`src/design/etrc_pkg.sv`:
```
// Shared types and constants for the event trace ring capture block.
package etrc_pkg;

    // Configuration address width and register index field.
    localparam int unsigned ADDR_W = 4;

    // Saturation value for stored thread ids.
    localparam logic [15:0] THREAD_MAX = 16'hFFFF;

    // Reset values of the mutex event codes.
    localparam logic [15:0] WAIT_CODE_RST   = 16'd10;
    localparam logic [15:0] LOCK_CODE_RST   = 16'd11;
    localparam logic [15:0] UNLOCK_CODE_RST = 16'd12;

    // Input command codes.
    typedef enum logic [1:0] {
        CMD_RECORD = 2'd0,
        CMD_DUMP   = 2'd1,
        CMD_CLEAR  = 2'd2
    } cmd_code_t;

    // Configuration register indexes.
    typedef enum logic [1:0] {
        REG_IGNORE = 2'd0,
        REG_WAIT   = 2'd1,
        REG_LOCK   = 2'd2,
        REG_UNLOCK = 2'd3
    } reg_index_t;

    // One input transaction.
    typedef struct packed {
        logic [1:0]  command;
        logic [15:0] event_code;
        logic [31:0] thread_id;
        logic [31:0] first_arg;
        logic [31:0] second_arg;
        logic [31:0] timestamp;
        logic [31:0] tick_value;
        logic [15:0] dump_limit;
    } in_item_t;

    // One result transaction.
    typedef struct packed {
        logic        has_entry;
        logic        last;
        logic [31:0] dropped_count;
        logic [31:0] entry_time;
        logic [31:0] entry_tick;
        logic [15:0] entry_event;
        logic [15:0] entry_thread;
        logic [31:0] entry_first_arg;
        logic [31:0] entry_second_arg;
    } out_item_t;

    // One stored ring entry.
    typedef struct packed {
        logic [31:0] time_val;
        logic [31:0] tick_val;
        logic [15:0] event_val;
        logic [15:0] thread_val;
        logic [31:0] first_val;
        logic [31:0] second_val;
    } entry_t;

    // Configuration values seen by the datapath.
    typedef struct packed {
        logic [31:0] ignore_handle;
        logic [15:0] mutex_wait_code;
        logic [15:0] mutex_lock_code;
        logic [15:0] mutex_unlock_code;
    } cfg_t;

    // Commands from the controller to the datapath.
    typedef struct packed {
        logic record_en;
        logic clear_en;
        logic dump_start;
        logic rd_issue;
        logic out_load;
        logic empty_load;
    } dp_cmd_t;

    // Status from the datapath to the controller.
    typedef struct packed {
        logic fill_zero;
        logic rd_last;
        logic out_free;
    } dp_status_t;

endpackage

```
`src/design/etrc_ctrl.sv`:
```
// Controller state machine that sequences records, clears and dump reads.
module etrc_ctrl
    import etrc_pkg::*;
(
    input  logic       clk,
    input  logic       rst_n,
    input  logic       in_valid,
    input  logic [1:0] in_command,
    input  dp_status_t status,
    output logic       in_ready,
    output dp_cmd_t    cmd
);

    typedef enum logic [1:0] {
        ST_IDLE,
        ST_DUMP,
        ST_EMPTY
    } state_t;

    state_t state_reg;
    state_t state_next;
    logic   rd_valid_reg;
    logic   rd_valid_next;
    logic   move;

    // Next state, command decode and read pipeline bookkeeping.
    always_comb
    begin
        move          = rd_valid_reg && status.out_free;
        cmd           = '0;
        cmd.out_load  = move;
        state_next    = state_reg;
        rd_valid_next = move ? 1'b0 : rd_valid_reg;
        in_ready      = (state_reg == ST_IDLE) && !rd_valid_reg;

        unique case (state_reg)
            ST_IDLE:
            begin
                if (in_valid && in_ready)
                begin
                    unique case (in_command)
                        CMD_RECORD: cmd.record_en = 1'b1;
                        CMD_CLEAR:  cmd.clear_en  = 1'b1;
                        CMD_DUMP:
                        begin
                            if (status.fill_zero)
                            begin
                                state_next = ST_EMPTY;
                            end
                            else
                            begin
                                cmd.dump_start = 1'b1;
                                state_next     = ST_DUMP;
                            end
                        end
                        default: ;
                    endcase
                end
            end
            ST_DUMP:
            begin
                // Issue a read whenever the read stage is free or emptying.
                if (!rd_valid_reg || move)
                begin
                    cmd.rd_issue  = 1'b1;
                    rd_valid_next = 1'b1;
                    if (status.rd_last)
                    begin
                        state_next = ST_IDLE;
                    end
                end
            end
            ST_EMPTY:
            begin
                if (status.out_free)
                begin
                    cmd.empty_load = 1'b1;
                    state_next     = ST_IDLE;
                end
            end
            default: state_next = ST_IDLE;
        endcase
    end

    // State and read stage valid flag.
    always_ff @(posedge clk or negedge rst_n)
    begin
        if (!rst_n)
        begin
            state_reg    <= ST_IDLE;
            rd_valid_reg <= 1'b0;
        end
        else
        begin
            state_reg    <= state_next;
            rd_valid_reg <= rd_valid_next;
        end
    end

endmodule

```
`config.mk`:
```
export PLATFORM = sky130hd
export DESIGN_NAME = etrc_ctrl
export DESIGN_NICKNAME = d
export VERILOG_FILES = /design/src/design/etrc_pkg.sv /design/src/design/etrc_ctrl.sv
export SDC_FILE = /design/constraint.sdc
export NUM_CORES = 1
export LEC_CHECK = 0
export BUFFER_PORTS_ARGS = -buffer_cell sky130_fd_sc_hd__buf_4
export CAP_MARGIN = 20
export CORE_AREA = 3 3 40 42
export DETAILED_ROUTE_END_ITERATION = 8
export DIE_AREA = 0 0 43 45
export SLEW_MARGIN = 0
export SYNTH_ARGS = -nofsm -noshare
export SYNTH_HDL_FRONTEND = slang
export SYNTH_SLANG_ARGS = --single-unit
```
`constraint.sdc`:
```
create_clock -name clk -period 3.05 [get_ports clk]
set_clock_uncertainty 0.05 [all_clocks]
set_input_delay 0.305 -clock clk [delete_from_list [all_inputs] [get_ports clk]]
set_output_delay 0.305 -clock clk [all_outputs]
set_load 0.03 [all_outputs]
```
== After elaboration in Yosys (flattened, before gate mapping) ==
Cells that the tools add are included.
Word-level totals
  flip-flop bits (word level): 3
  input port bits: 8
Operators by class
  equality and inequality tests: 9
  reduce and logical (&&, ||, !) cells: 8
  mux-type cells: 20
Operators by type and width (count)
  2-bit 2-to-1 mux: 6
  1-bit 2-to-1 mux: 11
  3-bit 2-to-1 mux: 2
  2-bit != test (second input constant): 3
  2-bit case mux with 3 select lines: 1
  5-bit AND reduction: 1
  2-bit by 1-bit equality test with 1-bit output (second input constant): 2
  2-bit equality test (second input constant): 2
  2-bit zero test: 2
  2-bit by 1-bit != test with 1-bit output (second input constant): 2
  1-bit logical AND: 3
  1-bit zero test: 1
  1-bit logical OR: 1

== Longest topological paths before layout ==
Gate-level depths: netlist of run 1.
  word-level depth: 5
  mapped depth: 3
  mapped depth without buffers: 3

== Worst setup path after synthesis of run 1 ==
OpenSTA, ideal clock, no wires.
  path type: reg2out
  start: reg state_reg[1]
  end: out cmd[5] (netlist bit)
  path buffers: 0
  setup slack: 1.088 ns
  data required time: 2.695 ns
  stages on the path, launching flop included: 4
  arrival time: 1.607 ns
  path through: dfrtp_1 -> nor3_4 -> nand2_1 -> nor3_1
RTL lines
  start, declared: RTL line etrc_ctrl.sv:20  | state_t state_reg;
  start signal, assigned: RTL line etrc_ctrl.sv:95  | state_reg <= state_next;
  end, declared: RTL line etrc_ctrl.sv:11  | output dp_cmd_t cmd

==> run_results.csv, run 1 <==
group,metric,value,unit
status,status,"finished clean",
drt,routed_wirelength,511,um
setup_path,crit_type,"reg -> out",
drt,wire_per_inst,9.29,um
clock_network,path_clk_slew,0.04,ns
place,place_inst,50,
sta,maxSlewViolCount,0,
final_layout,antenna_cells,0,
logic_synthesis,synth_cells,22,
place,placed_area,327,um2
global_routing,grt_pass1_vias,222,
final_layout,synthToLayoutAreaGrowth,72.6,%
clock_network,clock_latency,0.24,ns
logic_synthesis,synthesis.area,210,um2
sta,worstMarginPinSlew,0.204,ns
floorplan,ios,15,
sta,finalSetupViolCount,0,
clock_network,htree_levels,1,
setup_path,path_max_fanout,4,
clock_network,cts_num_sinks,3,
final_layout,register_area,75.1,um2
sta,rsz0062_at_grt,"false",
clock_network,post_cts_buffers,0,
drt,drt-initial-drc-count,0,
setup_path,regToRegSetupSlack,1.96,ns
logic_synthesis,ys_seq_area_share,35.7,%
power_and_ir_drop,peakVddDrop,192,uV
clock_network,ctsHoldBuffers,1,
power_and_ir_drop,p_leak,0.187,nW
setup_path,critPathMaxStageDelay,0.42,ns
setup_path,crit_slowest_cell,"dfrtp_1",
setup_path,arrival,1.35,ns
drt,routed_via_density,3.78,
final_layout,num-fill-cells,139,
logic_synthesis,synth_nets,30,
sta,tns,0,ns
final_layout,fin_nets,49,
sta,period_share,55.8,%
sta,max_slew_margin,86.3,%
sta,finalHoldViolCount,0,
clock_network,cts-root-buf,"clkbuf_4",
clock_network,clock_path_buffers,2,
power_and_ir_drop,powerDensity,488,nW/um2
drt,vias,208,
global_routing,grt_pass1_wl,917,um
floorplan,start_util,16.4,%
logic_synthesis,synth_largest_area_cell,"dfrtp_1",
setup_path,cp_data_required_time,2.69,ns
sta,whs,0.205,ns
drt,first_pass_iters,1,
worst_hold_path,worstHoldPathType,"in -> reg",
clock_network,tritoncts.num_buffers,3,
floorplan,core,1280,um2
clock_network,post_cts_resized,0,
logic_synthesis,ys_seq_elements,3,
logic_synthesis,synth.area.top_cells,"dfrtp_1 36%, nor3_4 7.7%, nand4b_2 7.1%",
setup_path,startpoint_type,"flop",
drt,drcViolationCount,0,
logic_synthesis,yosysWarnings,0,
place,post-dp-hpwl,415,um
setup_path,worstPathCellList,"nor3_4 -> nand2_1 -> nor3b_2 -> buf_4",
sta,min_period,1.70,ns
place,portBuffers,14,
global_routing,grtUsageTotal,6.93,%
logic_synthesis,ys_types,16,
final_layout,multiInputGateArea,116,um2
place,gp_congestion,0.637,
drt,ant_nets,0,
global_routing,grt_remaining_overflow,0,
logic_synthesis,synthFlopType,"dfrtp_1",
logic_synthesis,avgSynthCellArea,9.55,um2
floorplan,die_y,45,um
floorplan,dieArea,1940,um2
flow_run,maxCapViolCount,0,
floorplan,rows,13,
global_routing,antenna_found_initial,0,
setup_path,crit_path_end_kind,"primary output",
logic_synthesis,yosysTopAreaCellShare,35.7,%
global_routing,grt_max_degree,5,
final_layout,layout-drive-gt1-share,55.0,%
sta,worst_slack,1.35,ns
logic_synthesis,synth-async-reset-ratio,100,%
floorplan,die_x,43,um
place,pre_cts_ws,1.59,ns
final_layout,design_area,363,um2
final_layout,largest_reg_flops,2,
logic_synthesis,yosys-top-cells-count,"3 x dfrtp_1, 3 x inv_1, 2 x nand2_1, 2 x nor3_1",
sta,max_freq,588,MHz
final_layout,finalNonFillerCells,55,
clock_network,cts_tree,"done",
logic_synthesis,synth_edf_count,0,
per-stage QoR:
| stage | util [%] | power (W) |
|---|---|---|
| 4_1_cts | 28.2 | 0.000182 |
| 6_report | 28.2 | 0.000177 |
| 3_5_place_dp | 25.4 | 0.000106 |
| 3_3_place_gp | 25.4 | 0.000105 |
| 5_1_grt | 28.2 | 0.000189 |
| 2_1_floorplan | - | 0.0000832 |
worst max-delay path, delay by kind of cell (launching register included):
kind / cells / cell delay [ns]
flip-flops: 1 / 0.42
AND/OR/NAND/NOR: 3 / 0.51
buffers and inverters: 1 / 0.18
power breakdown:
part	total (W)	leakage (nW)	internal (W)	switching, W
logic	0.0000561	0.131	0.0000253	0.0000307
clock network	0.0000720	0.0150	0.0000492	0.0000228
registers	0.0000491	0.0406	0.0000437	0.00000534
total	0.000177	0.187	0.000118	0.0000589
per-layer routing:
layer	GRT usage, %	up-vias	part of all wire (%)	wire [um]
met2	8.98	9	46	233
met4	7.23	0	2.0	10
met1	7.52	87	42	214
li1	-	110	-	-
met5	0	-	0	0
met3	3.98	2	10	52
cells by family (layout without fill, tap and decap cells):
kind of cell           Yosys count  in the layout  share of synthesized area, %
AOI/OAI and AO/OA                4              4                          14.3
buffers and inverters            4             22                          8.93
DFF                              3              3                          35.7
and+or+nand+nor                 11             11                          41.1
layout make-up:
class                   instances  area share [%]
clock buffers                   4            7.24
inverters                       3            3.10
multi-input cells              15            32.1
flip-flops and latches          3            20.7
well taps                      15            5.17
repair buffers                 15            31.7
worst paths after layout:
kind                         startpoint           end  cells after the start
max reg2reg                state_reg[0]  state_reg[1]                      3
max in group asynchronous         rst_n  state_reg[1]                      2
max                        state_reg[0]        cmd[4]                      4
min in group asynchronous         rst_n  rd_valid_reg                      2
min                           status[2]  state_reg[0]                      2
min reg2reg                state_reg[0]  state_reg[1]                      1
cells in the final DEF, fill, tap and decap left out:
cell type      Yosys  final
a21oi_1            1      1
nand2_1            2      2
nand4b_2           1      1
o21ai_2            1      1
clkbuf_1           0      1
a21o_1             1      1
o32ai_1            1      1
or2b_1             1      1
buf_4              1     14
and2_2             1      1
dlygate4sd3_1      0      1
inv_1              3      3
nor3_1             2      2
nor3_4             1      1
nor3b_2            1      1
dfrtp_1            3      3
nand2b_1           1      1
clkbuf_4           0      3
nor2_1             1      1
(Power assumes the default switching activity.)
==> run 2: changes to the inputs <==
==> constraint.sdc (replaced) <==
create_clock -name clk -period 1.6 [get_ports clk]
set_clock_uncertainty 0.05 [all_clocks]
set_input_delay 0.16 -clock clk [delete_from_list [all_inputs] [get_ports clk]]
set_output_delay 0.16 -clock clk [all_outputs]
set_load 0.03 [all_outputs]
==> run_results.csv, run 2 (same netlist as run 1, synthesis figures left out) <==
group,metric,value,unit
final_layout,final_util,29.8,%
setup_path,crit_type,"reg -> out",
sta,rsz0062_at_grt,"true",
setup_path,crit_path_end_kind,"primary output",
drt,first_pass_iters,1,
final_layout,mostFrequentLayoutCells,"13 x buf_4, 3 x inv_1, 3 x clkbuf_4, 3 x dfrtp_1",
drt,wire_per_inst,8.62,um
place,gp_congestion,0.631,
sta,min_period,1.53,ns
sta,maxSlewViolCount,0,
power_and_ir_drop,peakVddDrop,300,uV
power_and_ir_drop,netSwitchingFraction,32.5,%
drt,routed_via_density,3.71,
final_layout,synthToLayoutAreaGrowth,82.1,%
final_layout,multiInputGateArea,133,um2
setup_path,regToRegSetupSlack,0.50,ns
floorplan,start_util,16.4,%
global_routing,grtUsageMet1,4.87,%
floorplan,dieArea,1940,um2
place,place_inst,50,
clock_network,tritoncts.num_buffers,3,
final_layout,antenna_cells,0,
setup_path,path_max_fanout,3,
sta,period_share,95.4,%
drt,ant_nets,0,
drt,vias,204,
global_routing,antenna_found_initial,0,
setup_path,arrival,1.32,ns
drt,drt-initial-drc-count,0,
power_and_ir_drop,p_seq_share,27.4,%
drt,drcViolationCount,0,
setup_path,cp_data_required_time,1.39,ns
clock_network,path_clk_slew,0.04,ns
global_routing,grt_remaining_overflow,0,
drt,routed_wirelength,474,um
floorplan,die_y,45,um
final_layout,fin_nets,49,
final_layout,finalNonFillerCells,55,
final_layout,register_area,75.1,um2
global_routing,grt_pass1_vias,212,
clock_network,clock_latency,0.23,ns
global_routing,grtUsageTotal,5.68,%
sta,finalHoldViolCount,0,
worst_hold_path,worstHoldPathType,"in -> reg",
power_and_ir_drop,p_leak,0.192,nW
clock_network,htree_levels,1,
final_layout,final_common_cell,"buf_4",
sta,max_slew_margin,85.3,%
floorplan,core,1280,um2
power_and_ir_drop,p_int,0.000229,W
global_routing,grt_max_degree,5,
floorplan,ios,15,
sta,tns,0,ns
sta,worstMarginPinSlew,0.220,ns
flow_run,maxCapViolCount,0,
final_layout,num-fill-cells,141,
setup_path,startpoint_type,"flop",
global_routing,busiest_layer,"met2",
clock_network,clock_path_buffers,2,
floorplan,rows,13,
power_and_ir_drop,powerDensity,886,nW/um2
global_routing,grt_util_met2,8.68,%
final_layout,layout-drive-gt1-share,62.5,%
place,post-dp-hpwl,417,um
global_routing,use_met3,2.79,%
power_and_ir_drop,switching_power,0.000110,W
power_and_ir_drop,power_frac_clock,38.6,%
clock_network,cts_num_sinks,3,
final_layout,largest_reg_flops,2,
clock_network,cts-root-buf,"clkbuf_4",
clock_network,cts_tree,"done",
floorplan,die_x,43,um
place,portBuffers,14,
sta,finalSetupViolCount,0,
status,status,"finished clean",
global_routing,grt_pass1_wl,731,um
sta,max_freq,655,MHz
power_and_ir_drop,pwr-share-comb,34.0,%
[run 2: worst max-delay path, stage by stage (launching register included)]
cell and delay [ns]:
dfrtp_1 0.40, nor3_4 0.24, nand2_2 0.11, nor3b_4 0.18, buf_6 0.15
[run 2: what timing repair did]
action / 4_1_cts / 5_1_grt
endpoints found under the setup margin: 1 / 2
pin swaps: 0 / 3
buffers inserted: 0 / 0
hold endpoints to repair: 3 / 0
resized for setup: 1 / 1
hold buffers: 1 / 0
[run 2: metrics by stage]
step	total power [W]	setup slack, ns	hold slack [ns]	area [um2]
finish	0.000339	0.0743	0.0748	383
global route	0.000365	-0.0178	0.0769	383
CTS	0.000350	0.0207	0.0671	379
detailed placement	0.000206	0.244	-0.0983	340
global placement	0.000206	0.249	-0.0992	340
floorplan	0.000163	-0.0116	-0.186	224
[run 2: path summary, 6_finish.rpt]
kind / from / end / cells past startpoint
setup / recovery: state_reg[1] / cmd[4] / 4
hold / removal: status[2] / state_reg[0] / 2
setup reg to reg: state_reg[1] / state_reg[1] / 3
hold reg to reg: state_reg[0] / state_reg[1] / 1
max in group asynchronous: rst_n / state_reg[0] / 2
min in group asynchronous: rst_n / state_reg[1] / 2
[run 2: layout make-up]
cell class | instances | share of cell area [%]
clock buffers | 4 | 6.86
flip-flops and latches | 3 | 19.6
inverters | 3 | 2.94
well taps | 15 | 4.90
multi-input cells | 15 | 34.6
repair buffers | 15 | 31.0
[run 2: power by group through the flow]
stage	registers (W)	logic (W)	clock network [W]
5_1_grt	0.0000939	0.000125	0.000147
4_1_cts	0.0000931	0.000116	0.000140
2_1_floorplan	0.0000926	0.0000701	0
3_5_place_dp	0.0000940	0.000112	0
3_3_place_gp	0.0000939	0.000112	0
6_report	0.0000931	0.000115	0.000131
[run 2: metal layers]
layer | wire length, um | part of all wire, %
met1 | 165 | 35
met2 | 258 | 54
met3 | 51 | 11
met4 | 0 | 0
met5 | 0 | 0
