## src/design/etrc_pkg.sv

```systemverilog
// Shared types and constants for the event trace ring capture block.
package etrc_pkg;

    // Configuration address width and register index field.
    localparam int unsigned ADDR_W = 4;

    // Saturation value for stored thread ids.
    localparam logic [15:0] THREAD_MAX = 16'hFFFF;

    // Reset values of the mutex event codes.
    localparam logic [15:0] WAIT_CODE_RST   = 16'd10;
    localparam logic [15:0] LOCK_CODE_RST   = 16'd11;
    localparam logic [15:0] UNLOCK_CODE_RST = 16'd12;

    // Input command codes.
    typedef enum logic [1:0] {
        CMD_RECORD = 2'd0,
        CMD_DUMP   = 2'd1,
        CMD_CLEAR  = 2'd2
    } cmd_code_t;

    // Configuration register indexes.
    typedef enum logic [1:0] {
        REG_IGNORE = 2'd0,
        REG_WAIT   = 2'd1,
        REG_LOCK   = 2'd2,
        REG_UNLOCK = 2'd3
    } reg_index_t;

    // One input transaction.
    typedef struct packed {
        logic [1:0]  command;
        logic [15:0] event_code;
        logic [31:0] thread_id;
        logic [31:0] first_arg;
        logic [31:0] second_arg;
        logic [31:0] timestamp;
        logic [31:0] tick_value;
        logic [15:0] dump_limit;
    } in_item_t;

    // One result transaction.
    typedef struct packed {
        logic        has_entry;
        logic        last;
        logic [31:0] dropped_count;
        logic [31:0] entry_time;
        logic [31:0] entry_tick;
        logic [15:0] entry_event;
        logic [15:0] entry_thread;
        logic [31:0] entry_first_arg;
        logic [31:0] entry_second_arg;
    } out_item_t;

    // One stored ring entry.
    typedef struct packed {
        logic [31:0] time_val;
        logic [31:0] tick_val;
        logic [15:0] event_val;
        logic [15:0] thread_val;
        logic [31:0] first_val;
        logic [31:0] second_val;
    } entry_t;

    // Configuration values seen by the datapath.
    typedef struct packed {
        logic [31:0] ignore_handle;
        logic [15:0] mutex_wait_code;
        logic [15:0] mutex_lock_code;
        logic [15:0] mutex_unlock_code;
    } cfg_t;

    // Commands from the controller to the datapath.
    typedef struct packed {
        logic record_en;
        logic clear_en;
        logic dump_start;
        logic rd_issue;
        logic out_load;
        logic empty_load;
    } dp_cmd_t;

    // Status from the datapath to the controller.
    typedef struct packed {
        logic fill_zero;
        logic rd_last;
        logic out_free;
    } dp_status_t;

endpackage

```

## src/design/etrc_regs.sv

```systemverilog
// APB-style configuration registers for the filter codes and ignore handle.
module etrc_regs
    import etrc_pkg::*;
(
    input  logic              clk,
    input  logic              rst_n,
    input  logic              psel,
    input  logic              penable,
    input  logic              pwrite,
    input  logic [ADDR_W-1:0] paddr,
    input  logic [31:0]       pwdata,
    output logic [31:0]       prdata,
    output logic              pready,
    output cfg_t              cfg
);

    cfg_t       cfg_reg;
    logic       wr_en;
    reg_index_t wr_index;

    assign pready   = 1'b1;
    assign wr_en    = psel && penable && pwrite;
    assign wr_index = reg_index_t'(paddr[3:2]);
    assign cfg      = cfg_reg;

    // Register write on the access cycle of a write transaction.
    always_ff @(posedge clk or negedge rst_n)
    begin
        if (!rst_n)
        begin
            cfg_reg.ignore_handle     <= '0;
            cfg_reg.mutex_wait_code   <= WAIT_CODE_RST;
            cfg_reg.mutex_lock_code   <= LOCK_CODE_RST;
            cfg_reg.mutex_unlock_code <= UNLOCK_CODE_RST;
        end
        else if (wr_en)
        begin
            unique case (wr_index)
                REG_IGNORE: cfg_reg.ignore_handle     <= pwdata;
                REG_WAIT:   cfg_reg.mutex_wait_code   <= pwdata[15:0];
                REG_LOCK:   cfg_reg.mutex_lock_code   <= pwdata[15:0];
                REG_UNLOCK: cfg_reg.mutex_unlock_code <= pwdata[15:0];
            endcase
        end
    end

    // Read data mux.
    always_comb
    begin
        unique case (wr_index)
            REG_IGNORE: prdata = cfg_reg.ignore_handle;
            REG_WAIT:   prdata = {16'd0, cfg_reg.mutex_wait_code};
            REG_LOCK:   prdata = {16'd0, cfg_reg.mutex_lock_code};
            REG_UNLOCK: prdata = {16'd0, cfg_reg.mutex_unlock_code};
        endcase
    end

endmodule

```

## config.mk

```make
export PLATFORM = sky130hd
export DESIGN_NAME = etrc_regs
export DESIGN_NICKNAME = d
export VERILOG_FILES = /design/src/design/etrc_pkg.sv /design/src/design/etrc_regs.sv
export SDC_FILE = /design/constraint.sdc
export NUM_CORES = 1
export LEC_CHECK = 0
export BUFFER_PORTS_ARGS = -buffer_cell sky130_fd_sc_hd__buf_2
export CAP_MARGIN = 10
export CORE_ASPECT_RATIO = 0.8
export CORE_UTILIZATION = 45
export DETAILED_ROUTE_END_ITERATION = 7
export PLACE_DENSITY = 0.75
export REMOVE_ABC_BUFFERS = 1
export SLEW_MARGIN = 25
export SYNTH_ARGS = -nofsm -noshare
export SYNTH_HDL_FRONTEND = slang
export SYNTH_SLANG_ARGS = --single-unit
```

## constraint.sdc

```tcl
create_clock -name clk -period 1.83 [get_ports clk]
set_input_delay 0.0915 -clock clk [delete_from_list [all_inputs] [get_ports clk]]
set_output_delay 0.0915 -clock clk [all_outputs]
set_load 0.005 [all_outputs]
```

* Word level (Yosys, flattened, before mapping)
Index checks and enable logic that the tools add are counted.
** Word-level totals
- Register bits after elaboration :: 80
- Bits of input ports :: 41
- Output and inout port bits :: 113
- Word-level logic and storage cells :: 15
** Cells by class
- Equality and inequality tests :: 3
- Mux-type cells :: 1
- Reductions and logical operators :: 7
** Operators with widths (number)
- 32-bit one-hot mux with 4 select lines :: 1
- 2-bit AND reduction :: 4
- 2-bit == test, second input constant :: 2
- 2-bit by 1-bit == test with 1-bit output, second input constant :: 1
- 1-bit logical AND :: 2
- 2-bit logical NOT :: 1

* Longest topological paths before layout
Gate-level depths: netlist (run 1).
- Depth after elaboration :: 3
- Gate-level depth with buffers :: 5
- Depth with buffers taken out :: 3

* Least setup slack after synthesis (run 1)
No wires, ideal clock.
- Path type :: input -> register
- Start :: input paddr[2]
- End :: register cfg_reg (netlist bit cfg[21])
- Library setup time :: 0.125 ns
- Data arrival time :: 1.076 ns
- Data required time :: 1.705 ns
- Path slack :: 0.629 ns
- Cell stages on the path :: 4
- Path buffers :: 2
- Cells stage by stage :: buf_4 nor3_4 buf_6 mux2_2
** On the way
- Cells in the longest elaborated chain, start to end :: 2
** Ends and longest elaborated chain
- start, declared :: RTL line etrc_regs.sv:10 : input logic [ADDR_W-1:0] paddr,
- 2-bit == test :: RTL line etrc_regs.sv:38 : unique case (wr_index)
- 2-bit AND reduction (no source line)
- end, declared :: RTL line etrc_regs.sv:17 : cfg_t cfg_reg;
No other way between the ends.
A chain may end at the register's enable or synchronous reset.

* Final worst setup path (run 1)
- Start :: register cfg_reg (netlist bit cfg[8])
- End :: output prdata[8]
** On the way
- Cells in the longest elaborated chain, start to end :: 1
** Ends and longest elaborated chain
- 32-bit one-hot mux with 4 select lines :: RTL line etrc_regs.sv:50 : unique case (wr_index)
- end, declared :: RTL line etrc_regs.sv:12 : output logic [31:0] prdata,
No other way between the ends.

==> flow_summary.toml, run 1 <==
[sta]
rsz0062_at_grt = "false"
period_minus_slack_ns = 1.46
period_share_pct = 79.9
fin_setup_tns_ns = 0
worst_pin_slew_ns = 0.639
fmax_mhz = 684
fin_skew_ns = 0
worst_hold_slack_ns = 0.0181
finalSetupViolCount = 0
hold_violations = 0
slew_headroom_pct = 57.4
maxSlewViolCount = 0

[route]
drtAntennaViolNets = 0
drc = 0
via_count = 2498
viasPerCell = 4.98
post_drt_wl_per_cell_microns = 16.7
dr.pass1.iters = 4
totalWireLength_microns = 8370
drtIter0Drc = 46

[final_layout]
final_common_cell = "buf_2"
layout-drive-gt1-share_pct = 71.0
largest_reg_flops = 80
mostFrequentLayoutCells = "buf_2 (149), dfrtp_1 (73), mux2_2 (68)"
syn_to_final_growth_pct = 34.5
n_antenna_cell = 0
final_core_util_pct = 63.7
num-nets-final = 433

[synthesis]
yosys_warnings = 0
synth_top_family_by_area = "multiplexers"
synth-xor-area-share_pct = 0
synth_compound_area_share_pct = 0
synth_area_sq_um = 3580
ys_types = 19
syn_inst = 214
avgSynthCellArea_sq_um = 16.7
synthMuxAreaShare_pct = 36.3
seq_area_frac_synth_pct = 56.1
synthAdderAreaFrac_pct = 0
yosys.area_share.simple_pct = 4.47
synth_seq_cells = 80

[floorplanning]
dieWidth_microns = 102
ios = 154
die_h_microns = 81.8
start_util_pct = 47.3
core_sq_um = 7570
dieArea_sq_um = 8320
rows = 28

[placement]
dp.final_hpwl_microns = 5930
portBuffers = 150
gp_congestion = 0.748

[critical_path]
ff2ff_setup_slack_ns = 1.04
crit_required_ns = 1.74
crit_chain = "mux4_2 > buf_2"
crit_path_start = "cfg[8]"
cp-end-kind = "output port"
critPathMaxFanout = 3
critPathKind = "register to output port"
startpoint_type = "register"
slowest_stage = "mux4_2"
critPathMaxStageDelay_ns = 0.48
cp.arrival_ns = 1.37
r2r-start = "cfg[25]"

[worst_hold_path]
min-delay-path-class = "primary input to register"
hp-start = "pwdata[2]"

[clock_network]
clockBufferDepth = 2
cts_sinks = 80
cts_buffers = 9
cts_resized = 0
cts_root_buffer = "clkbuf_8"
postCtsSetupBuffers = 0
clkSlewWorstSetupHoldPaths_ns = 0.08
tritoncts = "yes"
worstSkewPairLatency_ns = 0.34
htree_levels = 3

[global_routing]
grt_pass1_wl_microns = 13000
grt_pass1_vias = 2500
antenna_found_initial = 0
grtUsageTotal_pct = 21.3
grt_max_degree = 50
globalRouteOverflowTotal = 0

[run]
drv_cap = 0

[run_status]
status = "complete, no violations"

[power]
power_density_nw_per_um2 = 1040
peakVddDrop_mv = 0.566
leakage_nw = 2.40
[cell families after synthesis]
| family | after synthesis |
|---|---|
| other | 1 |
| flip-flops | 80 |
| multiplexers | 96 |
| AND/OR/NAND/NOR | 23 |
| buffers and inverters | 14 |
[path summary, 6_finish.rpt]
path                             end  cells past startpoint
setup / recovery           prdata[8]                      2
min in group asynchronous    cfg[31]                      2
hold reg to reg              cfg[74]                      1
setup reg to reg             cfg[25]                      1
hold / removal               cfg[18]                      2
max in group asynchronous    cfg[62]                      3
[synthesized netlist by cell type, drive strengths merged]
master  instances  area, sq um
mux2           80          938
nand3           1         5.00
clkbuf          2         7.51
or2             1         6.26
nand4           1         6.26
and2           16          100
nor3            2         32.5
mux4           16          360
dfstp           7          184
nor2            2         10.0
conb            1         3.75
buf            11         97.6
inv             1         3.75
dfrtp          73         1830
[where the power goes]
part           switching, W  internal (W)
Combinational      0.000513      0.000898
Clock              0.000618      0.000485
Sequential         0.000300       0.00221
[layout make-up]
cell class | count | area, sq um
Clock buffer | 10 | 128
Clock inverter | 6 | 37.5
Fill cell | 606 | 2750
Inverter | 1 | 3.75
Multi-Input combinational cell | 120 | 1460
Sequential cell | 80 | 2010
Tap cell | 105 | 131
Timing Repair Buffer | 180 | 1050
[worst max-delay path, delay by kind of cell, from the launching register on]
kind     cells  cell delay, ns
flops        1            0.40
mux          1            0.48
buf+inv      1            0.14
[per-layer routing]
layer / share of wire (%) / vias to the layer above / global-route usage [%]
li1: - / 1143 / -
met1: 43 / 1260 / 25.9
met2: 51 / 82 / 37.0
met3: 3.9 / 13 / 5.87
met4: 1.7 / 0 / 6.81
met5: 0 / - / 0
[through the flow]
stage	cells	worst slack, ns	total power [W]	instance area [sq um]
floorplan	201	0.216	0.00314	3480
global placement	469	0.239	0.00388	4480
detailed placement	469	0.222	0.00394	4480
CTS	502	0.350	0.00508	4820
global route	502	0.315	0.00533	4820
finish	502	0.367	0.00502	4820
[repair_timing]
action,CTS,global route
hold endpoints to repair,57,0
setup endpoints to repair,0,0
hold buffers,17,0
No activity file was read; power rests on OpenSTA's default activity.
==> inputs of run 2 (changes only) <==
- CORE_UTILIZATION: 45 -> 43
- clock period: 1.83 -> 1.2 ns (I/O delays scaled with it)
==> flow_summary.toml, run 2 (synthesis gave the netlist of run 1 again) <==
[run_status]
status = "finished with violations"
violations = "setup timing"

[power]
intPower_w = 0.00632
p_switching_w = 0.00239
p_clk_share_pct = 23.4
leakage_nw = 2.74
swShare_pct = 27.4
power_density_nw_per_um2 = 1600
peakVddDrop_mv = 1.14
pwr-share-comb_pct = 33.2
power.share.sequential_pct = 43.4

[sta]
fin_skew_ns = 0
period_minus_slack_ns = 1.42
maxSlewViolCount = 0
period_share_pct = 118
finalSetupViolCount = 16
rsz0062_at_grt = "true"
hold_violations = 0
fmax_mhz = 705
fin_ws_ns = -0.218

[final_layout]
finalInstanceArea_sq_um = 5460
num-nets-final = 495
syn_to_final_growth_pct = 52.4
final_core_util_pct = 68.1
layout-drive-gt1-share_pct = 71.5
n_antenna_cell = 0
mostFrequentLayoutCells = "buf_2 (143), dfrtp_1 (73), mux2_2 (68)"
final_common_cell = "buf_2"
largest_reg_flops = 80

[global_routing]
grt_pass1_wl_microns = 15200
globalRouteOverflowTotal = 0
grtUsageTotal_pct = 22.8
grt_max_degree = 30
grt_pass1_vias = 2869
antenna_found_initial = 0

[clock_network]
htree_levels = 3
cts_root_buffer = "clkbuf_8"
worstSkewPairLatency_ns = 0.34
tritoncts = "yes"
clockBufferDepth = 2
cts_buffers = 9
cts_sinks = 80
clkSlewWorstSetupHoldPaths_ns = 0.08

[route]
totalWireLength_microns = 9510
dr.pass1.iters = 4
drtAntennaViolNets = 0
viasPerCell = 4.94
drc = 0
post_drt_wl_per_cell_microns = 16.8
via_count = 2801
drtIter0Drc = 124

[worst_hold_path]
min-delay-path-class = "primary input to async pin"

[placement]
portBuffers = 150
dp_slack_ns = -0.121
place_area_sq_um = 4560
gp_congestion = 0.767
dp.final_hpwl_microns = 6220

[critical_path]
cp.arrival_ns = 1.36
cp-end-kind = "output port"
crit_required_ns = 1.14
critPathMaxFanout = 2
critPathKind = "register to output port"
startpoint_type = "register"

[floorplanning]
core_sq_um = 8020
rows = 29
dieArea_sq_um = 8700
ios = 154
start_util_pct = 44.7
dieWidth_microns = 104
die_h_microns = 83.6

[run]
drv_cap = 0
[run 2: changes by cell type in the layout (fill, tap and decap cells not counted)]
cell	before	now
clkbuf_8	9	11
buf_12	2	6
clkinv_2	3	1
buf_2	149	143
clkinvlp_4	3	1
buf_4	12	54
inv_6	0	1
buf_6	0	6
bufinv_16	0	1
dlygate4sd3_1	17	33
[run 2: cell type report]
| class | instances | area, sq um |
|---|---|---|
| fill | 565 | 2560 |
| tap | 108 | 135 |
| clock inverter | 4 | 51.3 |
| clock buffer | 12 | 155 |
| multi-input combinational | 120 | 1460 |
| sequential | 80 | 2010 |
| inverter | 1 | 3.75 |
| timing repair buffer | 242 | 1640 |
[run 2: metrics by stage]
| stage | instances | setup TNS, ns | hold slack [ns] | total power (W) |
|---|---|---|---|---|
| after CTS | 555 | -3.27 | 0.176 | 0.00853 |
| after floorplan | 201 | -12.34 | -0.236 | 0.00479 |
| after global placement | 475 | -3.45 | 0.00173 | 0.00595 |
| after detailed placement | 475 | -6.08 | 0.00907 | 0.00604 |
| final | 567 | -3.04 | 0.188 | 0.00871 |
| after global routing | 567 | -3.94 | 0.204 | 0.00917 |
[run 2: per-layer routing]
metal	track usage [%]	routed length, microns	vias up
li1	-	-	1259
met1	29.3	4110	1420
met2	37.8	4770	105
met4	9.22	193	0
met3	4.76	425	17
met5	0	0	-
[run 2: power by group through the flow]
stage | combinational [W] | sequential (W) | clock [W]
floorplan | 0.000937 | 0.00386 | 0
global placement | 0.00210 | 0.00385 | 0
detailed placement | 0.00215 | 0.00389 | 0
CTS | 0.00268 | 0.00376 | 0.00209
global route | 0.00310 | 0.00387 | 0.00220
finish | 0.00289 | 0.00378 | 0.00204
[run 2: what timing repair did]
item                                    CTS  global route
hold buffers                             33             0
hold endpoints to repair                150             0
resized for setup                         0             6
endpoints found under the setup margin   16            16
setup buffers                            31            12
[run 2: worst max-delay path, cell delays in order, from the launching register on]
cell	delay, ns
dfrtp_1	0.40
mux4_2	0.48
buf_2	0.14
[run 2: path summary, 6_finish.rpt]
| kind | startpoint | endpoint | slack [ns] | depth (start not counted) |
|---|---|---|---|---|
| worst min-delay path | rst_n | cfg[65] | 0.19 | 2 |
| max in group asynchronous | rst_n | cfg[3] | 0.46 | 3 |
| worst min register to register | cfg[67] | cfg[67] | 0.52 | 1 |
| min in group clk | paddr[3] | cfg[74] | 0.34 | 4 |
| worst max register to register | cfg[34] | cfg[34] | 0.16 | 3 |
| worst max-delay path | cfg[0] | prdata[0] | -0.22 | 2 |
==> inputs of run 3 (changes only) <==
- ABC_AREA: unset -> 1
- CORE_UTILIZATION: 43 -> 44
- PLACE_DENSITY: 0.75 -> 0.76
==> flow_summary.toml, run 3 <==
[run_status]
status = "finished with violations"
violations = "setup timing"

[route]
drtAntennaViolNets = 0
viasPerCell = 5.00
dr.pass1.iters = 5
post_drt_wl_per_cell_microns = 14.8
drtIter0Drc = 296
totalWireLength_microns = 11900
drc = 0
via_count = 3992

[power]
peakVddDrop_mv = 0.838
power_density_nw_per_um2 = 1420
p_switching_w = 0.00247
swShare_pct = 32.0
leakage_nw = 3.08
p_clk_share_pct = 23.8
power.share.sequential_pct = 48.5
p_total_w = 0.00770
intPower_w = 0.00524
pwr-share-comb_pct = 27.7

[critical_path]
cp-end-kind = "output port"
r2r-start = "cfg[17]"
critPathKind = "register to output port"
crit_required_ns = 1.14
ff2ff_setup_slack_ns = 0.28
critPathMaxFanout = 2
r2r_cells = 4
cp.arrival_ns = 1.19
timing.rr.end = "cfg[17]"
startpoint_type = "register"

[floorplanning]
start_util_pct = 46.6
rows = 29
core_sq_um = 8160
dieWidth_microns = 106
die_h_microns = 85.2
dieArea_sq_um = 9030
ios = 154

[clock_network]
worstSkewPairLatency_ns = 0.35
clkSlewWorstSetupHoldPaths_ns = 0.08
cts_root_buffer = "clkbuf_8"
clockBufferDepth = 2
cts_sinks = 80
cts_buffers = 9
htree_levels = 3
tritoncts = "yes"

[sta]
period_share_pct = 104
fin_ws_ns = -0.0491
hold_violations = 0
maxSlewViolCount = 0
fmax_mhz = 801
rsz0062_at_grt = "true"
finalSetupViolCount = 4
fin_skew_ns = 0
period_minus_slack_ns = 1.25

[final_layout]
final_core_util_pct = 66.4
final_common_cell = "nand2_1"
stdcell_count = 799
n_antenna_cell = 0
layout-drive-gt1-share_pct = 33.9
mostFrequentLayoutCells = "nand2_1 (258), buf_2 (147), dfrtp_1 (73)"
finalInstanceArea_sq_um = 5420
regArea_sq_um = 2010
multiInputGateArea_sq_um = 1540
fillCellCount = 702
syn_to_final_growth_pct = 42.4
num-nets-final = 727
largest_reg_flops = 80

[synthesis]
yosysTopAreaCellShare_pct = 48.0
synth_ff_type = "dfrtp_1"
synth_edf_count = 0
ys_types = 18
avgSynthCellArea_sq_um = 7.93
seq_area_frac_synth_pct = 52.8
synth_area_sq_um = 3800
synthTopCellsByCount = "nand2_1 (258), dfrtp_1 (73), nand3_1 (48), inv_1 (19)"
syn_inst = 480
synth_seq_cells = 80
yosys_warnings = 0
yosysMostFrequentCell = "nand2_1"
synthArstFlopShare_pct = 100
synth_area_leaders = "dfrtp_1 (48%), nand2_1 (25%), nand3_1 (6.3%), dfstp_2 (4.8%), buf_6 (3.3%)"
synth_top_cell_by_area = "dfrtp_1"

[global_routing]
globalRouteOverflowTotal = 0
grt_pass1_wl_microns = 18800
grtUsageTotal_pct = 27.1
antenna_found_initial = 0
grt_max_degree = 28
grt_pass1_vias = 3817

[worst_hold_path]
min-delay-path-class = "primary input to async pin"

[placement]
gp_congestion = 0.779
dp_cells = 734
place_area_sq_um = 4720
dp.final_hpwl_microns = 7610
portBuffers = 150

[run]
drv_cap = 0
[run 3: cell types whose count changed in the layout (fill, tap and decap cells not counted), moves of 9 or more]
| cell | previous run | this run |
|---|---|---|
| nand3_1 | 1 | 40 |
| nand2_1 | 0 | 258 |
| nand3_2 | 0 | 9 |
| nand4_1 | 1 | 16 |
| mux4_2 | 16 | 0 |
| and2_1 | 16 | 0 |
| mux2_2 | 68 | 0 |
| nor2_1 | 1 | 16 |
| buf_4 | 54 | 30 |
| inv_1 | 1 | 19 |
| mux2_4 | 10 | 0 |
[run 3: layout make-up]
type                       count  share of cell area, %
multi-input combinational    353                   28.4
sequential                    80                   37.1
clock inverter                 4                  0.531
clock buffer                  12                   2.86
timing repair buffer         220                   26.9
tap                          108                   2.49
inverter                      22                   1.71
[run 3: cells by family after synthesis]
kind of cell	share of synthesized area, %
AND/OR/NAND/NOR	39.3
other	0.0986
flip-flops	52.8
buffers and inverters	7.76
[run 3: worst max path at each step]
stage / startpoint / endpoint / slack [ns] / depth (start not counted)
floorplan: paddr[2] / cfg[48] / 0.29 / 5
global placement: paddr[2] / cfg[21] / 0.08 / 7
detailed placement: paddr[2] / cfg[30] / 0.06 / 7
CTS: cfg[19] / prdata[3] / -0.04 / 3
global route: cfg[3] / prdata[3] / -0.12 / 3
finish: cfg[17] / prdata[1] / -0.05 / 3
[run 3: worst max-delay path, cell delays in order, from the launching register on]
cell	delay [ns]
dfstp_2	0.56
nand3_2	0.06
nand4_1	0.09
buf_2	0.14
[run 3: routing by layer]
layer	wire length, microns	GRT usage, %
met1	5040	34.2
met2	5860	45.9
met3	759	6.22
met4	207	9.60
met5	0	0
[run 3: timing repair]
item | in CTS | in global routing
pin swaps | 5 | 3
resized for setup | 4 | 8
hold buffers | 33 | 0
hold endpoints to repair | 159 | 0
setup endpoints to repair | 4 | 16
gates cloned | 0 | 0
setup buffers | 7 | 9
[run 3: metrics by stage]
stage          worst slack (ns)  hold slack, ns  TNS (ns)
2_1_floorplan             0.291          -0.236         0
3_3_place_gp             0.0843         0.00201         0
3_5_place_dp             0.0598         0.00138         0
4_1_cts                 -0.0389           0.165    -0.116
5_1_grt                  -0.118           0.167    -0.425
6_report                -0.0491           0.167    -0.136
[run 3: power groups by stage]
stage / Clock (W) / Sequential [W] / Combinational, W
detailed placement: 0 / 0.00377 / 0.00182
finish: 0.00183 / 0.00373 / 0.00214
global placement: 0 / 0.00375 / 0.00177
global route: 0.00199 / 0.00380 / 0.00239
floorplan: 0 / 0.00377 / 0.000683
CTS: 0.00188 / 0.00371 / 0.00200
